$ cat config.mk
export PLATFORM = sky130hd
export DESIGN_NAME = fp32_multiply_truncating_unit
export DESIGN_NICKNAME = d
export VERILOG_FILES = /design/src/rtl/fmt_pkg.sv /design/src/rtl/fp32_multiply_truncating_unit.sv /design/src/rtl/fmt_cell.sv
export SDC_FILE = /design/constraint.sdc
export NUM_CORES = 2
export LEC_CHECK = 0
export BUFFER_PORTS_ARGS = -buffer_cell sky130_fd_sc_hd__buf_2
export CAP_MARGIN = 5
export CORE_UTILIZATION = 44
export CTS_CLUSTER_SIZE = 14
export DETAILED_ROUTE_END_ITERATION = 7
export HOLD_SLACK_MARGIN = 0.12
export MAX_ROUTING_LAYER = met4
export SETUP_SLACK_MARGIN = 0.4
export SYNTH_ARGS = -nofsm -noshare
export SYNTH_HDL_FRONTEND = slang
export SYNTH_SLANG_ARGS = --single-unit
$ cat constraint.sdc
create_clock -name i_clk -period 6.06 [get_ports i_clk]
set_input_delay 0.606 -clock i_clk [delete_from_list [all_inputs] [get_ports i_clk]]
set_output_delay 0.606 -clock i_clk [all_outputs]
set_load 0.005 [all_outputs]
$ cat src/rtl/fmt_pkg.sv
// ----------------------------------------------------------------------------
// fmt_pkg: shared types and constants for the truncating fp32 multiplier
// Field widths, bias and the per-cell payload record.
// ----------------------------------------------------------------------------
package fmt_pkg;
    localparam int unsigned FRAC_W = 23;
    localparam int unsigned SIG_W  = 24;
    localparam int unsigned PROD_W = 48;
    localparam int unsigned EXP_W  = 8;
    localparam int unsigned WORD_W = 32;
    // exponent carried with two guard bits: range -127..383 plus carry
    localparam int unsigned EXPS_W = 10;
    localparam logic signed [EXPS_W-1:0] BIAS = 10'sd127;
    localparam logic signed [EXPS_W-1:0] EXP_MAX = 10'sd255;
    localparam int unsigned CHUNK_W = 8;
    localparam int unsigned N_CELLS = SIG_W / CHUNK_W;

    typedef struct packed {
        logic                     vld;
        logic                     sign;
        logic signed [EXPS_W-1:0] exp;
        logic [SIG_W-1:0]         sig_a;
        logic [SIG_W-1:0]         sig_b;
        logic [PROD_W-1:0]        acc;
    } t_cell;
endpackage

$ cat src/rtl/fp32_multiply_truncating_unit.sv
// ----------------------------------------------------------------------------
// fp32_multiply_truncating_unit: truncating single-precision multiplier
// ----------------------------------------------------------------------------
// Usage:
//   Drive i_operand_a / i_operand_b and raise start; a transaction is taken
//   at every edge where start is high and busy is low. busy is never high,
//   so one operand pair can enter each cycle.
//   Stages from the accepting edge to the result strobe:
//   one input register, three multiply cells (8 bits of B each), one
//   normalize/output register. Throughput: one transaction per cycle.
//   o_result holds sign, low 8 exponent bits and the truncated 23-bit
//   fraction; o_exp_out_of_range flags a final exponent outside 0..255.
//   o_valid marks the result for exactly one cycle; the receiver cannot
//   stall, so results are never held back.
//   Synchronous active-low reset clears all valid bits in the chain; any
//   transaction in flight is dropped.
// ----------------------------------------------------------------------------
module fp32_multiply_truncating_unit
    import fmt_pkg::*;
(
    input  logic              i_clk,
    input  logic              i_rst_n,
    input  logic              start,
    output logic              busy,
    input  logic [WORD_W-1:0] i_operand_a,
    input  logic [WORD_W-1:0] i_operand_b,
    output logic              o_valid,
    output logic [WORD_W-1:0] o_result,
    output logic              o_exp_out_of_range
);
    t_cell r_in;
    t_cell w_chain [N_CELLS+1];
    logic              r_valid;
    logic [WORD_W-1:0] r_result;
    logic              r_oor;
    logic signed [EXPS_W-1:0] w_exp;
    logic [FRAC_W-1:0] w_frac;

    assign busy = 1'b0;

    always_ff @(posedge i_clk) begin
        if (!i_rst_n) begin
            r_in.vld <= 1'b0;
        end else begin
            r_in.vld <= start && !busy;
        end
        r_in.sign  <= i_operand_a[WORD_W-1] ^ i_operand_b[WORD_W-1];
        r_in.exp   <= $signed({2'b00, i_operand_a[FRAC_W +: EXP_W]})
                    + $signed({2'b00, i_operand_b[FRAC_W +: EXP_W]}) - BIAS;
        r_in.sig_a <= {1'b1, i_operand_a[FRAC_W-1:0]};
        r_in.sig_b <= {1'b1, i_operand_b[FRAC_W-1:0]};
        r_in.acc   <= '0;
    end

    assign w_chain[0] = r_in;

    for (genvar g = 0; g < N_CELLS; g++) begin : g_cell
        fmt_cell #(.IDX(g)) u_cell (
            .i_clk  (i_clk),
            .i_rst_n(i_rst_n),
            .i_cell (w_chain[g]),
            .o_cell (w_chain[g+1])
        );
    end

    always_comb begin
        w_exp  = w_chain[N_CELLS].exp;
        w_frac = w_chain[N_CELLS].acc[FRAC_W +: FRAC_W];
        if (w_chain[N_CELLS].acc[PROD_W-1]) begin
            w_exp  = w_chain[N_CELLS].exp + 10'sd1;
            w_frac = w_chain[N_CELLS].acc[SIG_W +: FRAC_W];
        end
    end

    always_ff @(posedge i_clk) begin
        if (!i_rst_n) begin
            r_valid <= 1'b0;
        end else begin
            r_valid <= w_chain[N_CELLS].vld;
        end
        r_result <= {w_chain[N_CELLS].sign, w_exp[EXP_W-1:0], w_frac};
        r_oor    <= (w_exp < 0) || (w_exp > EXP_MAX);
    end

    assign o_valid            = r_valid;
    assign o_result           = r_result;
    assign o_exp_out_of_range = r_oor;
endmodule

$ cat src/rtl/fmt_cell.sv
// ----------------------------------------------------------------------------
// fmt_cell: one multiply step
// Adds significand A times one 8-bit slice of significand B into the
// running product and hands the record on to the next cell.
// ----------------------------------------------------------------------------
module fmt_cell
    import fmt_pkg::*;
#(
    parameter int unsigned IDX = 0
) (
    input  logic  i_clk,
    input  logic  i_rst_n,
    input  t_cell i_cell,
    output t_cell o_cell
);
    t_cell r_cell;
    t_cell n_cell;
    logic [SIG_W+CHUNK_W-1:0] w_part;

    always_comb begin
        w_part = i_cell.sig_a * i_cell.sig_b[IDX*CHUNK_W +: CHUNK_W];
        n_cell = i_cell;
        n_cell.acc = i_cell.acc +
            (PROD_W'(w_part) << (IDX*CHUNK_W));
    end

    always_ff @(posedge i_clk) begin
        if (!i_rst_n) begin
            r_cell.vld <= 1'b0;
        end else begin
            r_cell.vld <= n_cell.vld;
        end
        r_cell.sign  <= n_cell.sign;
        r_cell.exp   <= n_cell.exp;
        r_cell.sig_a <= n_cell.sig_a;
        r_cell.sig_b <= n_cell.sig_b;
        r_cell.acc   <= n_cell.acc;
    end

    assign o_cell = r_cell;
endmodule

---- Word-level counts from Yosys, hierarchy flattened ----
Cells that the tools add are included.
operators by class
  multiply operators ...................... 3
  magnitude comparators ................... 2
  bitwise logic cells ..................... 1
  reductions and logical operators ........ 1
  multiplexer cells ....................... 2
  $add $sub $neg .......................... 5
operator list
  cell                                                                              number
  24-bit by 8-bit multiplier with 32-bit output                                     3
  48-bit adder                                                                      1
  32-bit by 40-bit adder with 41-bit output                                         1
  23-bit two-way mux                                                                1
  10-bit by 2-bit adder with 10-bit output, second input constant                   1
  10-bit by 9-bit greater-than comparator with 1-bit output, second input constant  1
  10-bit by 1-bit < comparator with 1-bit output, second input constant             1
  10-bit two-way mux                                                                1
  9-bit by 7-bit subtractor with 10-bit output, second input constant               1
  8-bit by 8-bit adder with 9-bit output                                            1
  1-bit logical OR                                                                  1
  1-bit XOR                                                                         1
storage, ports and cells
  output and inout port bits .............. 35
  bits in registers ....................... 348

---- Longest topological paths before layout ----
  word-level depth ........................ 4
  gate-level depth with buffers ........... 31
  gate-level depth less buffers ........... 29

---- Modules after synthesis ----
From an unflattened synthesis, not the netlist that was laid out.
second synthesis, totals
  cell total of the unflattened synthesis .. 3,418
  area total of the unflattened synthesis .. 32,912.8 um2
by module, submodules not included
  module                         cells each  sequential area each (um2)  area each (um2)  times used
  fmt_cell (g_cell[1].u_cell)    1,095       2,162.1                     10,318.6         1
  fmt_cell (g_cell[0].u_cell)    1,090       2,162.1                     10,029.6         1
  fmt_cell (g_cell[2].u_cell)    1,033       2,162.1                     9,809.4          1
  fp32_multiply_truncating_unit  200         1,841.8                     2,755.1          1

---- Worst setup path after synthesis ----
Ideal clock, no wire load.
  path type ............................... flip-flop to flip-flop
  from .................................... register g_cell[0].u_cell.r_cell (netlist bit g_cell[0].u_cell.o_cell[58])
  to ...................................... register g_cell[1].u_cell.r_cell (netlist bit g_cell[1].u_cell.o_cell[39])
  slack ................................... -0.392 ns
  library setup time ...................... 0.072 ns
  clock period less this slack ............ 6.452 ns
  arrival time ............................ 6.381 ns
  cell stages (with the launch flop) ...... 28
  data required time ...................... 5.988 ns
  cells stage by stage .................... dfxtp_1 clkbuf_1 nand2_1 fa_1 fa_1 inv_1 fa_1 inv_1 fa_1 inv_1 ha_1 or4_1 a21oi_1 or2_2 nor2_1 a211oi_1 o21ai_0 xor2_1 ha_1 a2111oi_0 o21ai_1 a221o_1 a21oi_1 o31ai_1 and4_1 a2111oi_4 nand4b_1 xor2_1
RTL lines
  item         RTL line        source
  from (decl)  fmt_cell.sv:16  t_cell r_cell;
  to (decl)    fmt_cell.sv:16

==> qor.yml <==
synth_commonest_cells: "inv_1 (429), fa_1 (396), and2_1 (301), dfxtp_1 (270), nand2_1 (268)"
syn_inst: 2599
dpl.hpwl_um: 48200
period_share_pct: 104
gp_congestion: 0.907
numCtsBuffers: 35
final-setup-viol-count: 14
cts_tree: "done"
drive_gt1_share_pct: 20.3
fin_ws_ps: -223
grt_overflow: 0
crit_top_cell: "buf_4"
via_per_inst: 4.98
antenna_left: 0
ys_warn_count: 0
io_buffers: 100
outcome: "finished, violations left"
fmax_ghz: 0.159
path_class: "register to register"
worstMarginPinSlew_ps: 727
crit_family: "adder cells"
cp-start-kind: "register"
track_usage_pct: 22.0
cts.sinks: 270
min_period_ps: 6280
violations: "negative setup slack"
routedWlPerCell_um: 16.2
async_reset_ff_share_pct: 0
htreeDepth: 2
hold_violations: 0
hp-class: "primary input to register"
ctsLongestPathBuffers: 3
die_w_um: 242
cp_data_arrival_time_ps: 6770
routed_wl_um: 60200
grt_first_pass_wirelength_um: 101000
synth_area_leader_cell: "fa_1"
grt_pass1_vias: 20400
num-nets-final: 3621
relSlewSlack_pct: 51.4
io_pins: 102
antenna_found_initial: 2
synth_edf_count: 0
slew_violations: 0
min-delay-start: "i_operand_b[8]"
root_buffer: "clkbuf_16"
fp.coreArea_mm2: 0.0567
clkSlewWorstSetupHoldPaths_ps: 60
grt_max_degree: 30
ys_top_cells_by_area: "fa_1 (31%), dfxtp_1 (21%), ha_1 (11%)"
reg2reg_from: "g_cell[0].u_cell.o_cell[59]"
ys.flop_type: "dfxtp_1"
netlist_area_mm2: 0.0254
rsz0062_at_grt: "true"
yosysSeqAreaShare_pct: 21.3
synth_seq_cells: 270
max-cap-violations: 0
critPathMaxFanout: 10
final_util_pct: 54.5
crit_slowest_cell: "fa_1"
clock_skew_ps: 18.2
dr.pass1.iters: 5
n_fill_cell: 5007
syn_to_final_growth_pct: 21.8
synth_nets: 3280
critical_path_buf_inv_count: 9
synth.most_common_cell: "inv_1"
die-area_mm2: 0.0586
critPathCaptureType: "register"
ys_types: 74
drc: 0
clock_latency_ps: 560
cp.required_ps: 6550
drt_iter0_drc: 857
slowest_delay_ps: 520
crit_start: "g_cell[0].u_cell.o_cell[59]"
avgSynthCellArea_um2: 9.76
vias: 18500
initial_utilization_pct: 44.7
die_h_um: 242
std_cell_rows: 87
synth_top_area_share_pct: 31.3
path summary, 6_finish.rpt:
| path | cells after the start | slack [ps] | to |
|---|---|---|---|
| worst max-delay path | 30 | -220 | g_cell[1].u_cell.o_cell[36] |
| worst min-delay path | 1 | 150 | r_in[56] |
| worst max register to register | 30 | -220 | g_cell[1].u_cell.o_cell[36] |
| worst min register to register | 0 | 320 | g_cell[0].u_cell.o_cell[101] |
cell usage in the layout, fill, tap and decap left out, drive strengths merged, types with 19 or more instances in the layout:
cell type    count
mux2            24
nor2            77
dlygate4sd3     33
o21ai           37
nand3           22
clkbuf          45
xnor2           86
fa             396
nand2          268
buf            330
a21o            39
and2           301
o21a            19
inv            434
nand4           22
ha             218
a21oi           92
nor3            26
dfxtp          270
xor2            42
cell type report:
class / instances / area (um^2) / area share [%]
antenna: 1 / 2.50 / 0.00810
clock buffer: 44 / 981 / 3.17
clock inverter: 18 / 258 / 0.834
inverter: 429 / 1610 / 5.21
multi-input combinational: 1840 / 19000 / 61.3
sequential: 270 / 5480 / 17.7
tap: 756 / 946 / 3.06
timing repair buffer: 364 / 2670 / 8.64
routing by layer:
| layer | up-vias | track usage, % | wire length, um |
|---|---|---|---|
| met5 | - | - | 0 |
| met1 | 9234 | 27.6 | 26800 |
| met2 | 344 | 36.7 | 29200 |
| met4 | 0 | 6.74 | 1700 |
| li1 | 8866 | - | - |
| met3 | 99 | 3.01 | 2460 |
flip-flops by register name, indices dropped and copies added, names as in the netlist:
signal and flops:
r_in 58, g_cell.u_cell.o_cell 178, o_exp_out_of_range 1, o_result 32, o_valid 1
through the flow:
stage / cells / hold slack, ps / instance area [um^2] / worst slack [ps] / setup TNS (ps)
CTS: 3708 / 121 / 30500 / -255 / -1810
floorplan: 2599 / 309 / 25700 / 134 / 0
global placement: 3582 / 310 / 28200 / -187 / -1090
finish: 3722 / 148 / 30900 / -223 / -2090
global route: 3722 / 128 / 30900 / -470 / -7220
detailed placement: 3582 / 312 / 28200 / -343 / -3470
cells by family after synthesis:
| kind of cell | synth area share [%] |
|---|---|
| compound gates | 7.80 |
| xor+xnor | 4.45 |
| fa+ha+maj | 42.0 |
| buf+inv | 7.30 |
| flops | 21.3 |
| mux | 1.18 |
| other cells | 0.0148 |
| simple gates | 15.9 |
timing repair:
action / 4_1_cts / 5_1_grt
setup buffers: 31 / 13
setup endpoints to repair: 33 / 37
hold buffers: 33 / 0
resized for setup: 145 / 68
hold endpoints to repair: 33 / 0
pin swaps: 87 / 59
Power is left out: the tool's default activity adds up to more than one toggle a clock period on the data nets, which glitch-free logic cannot reach.
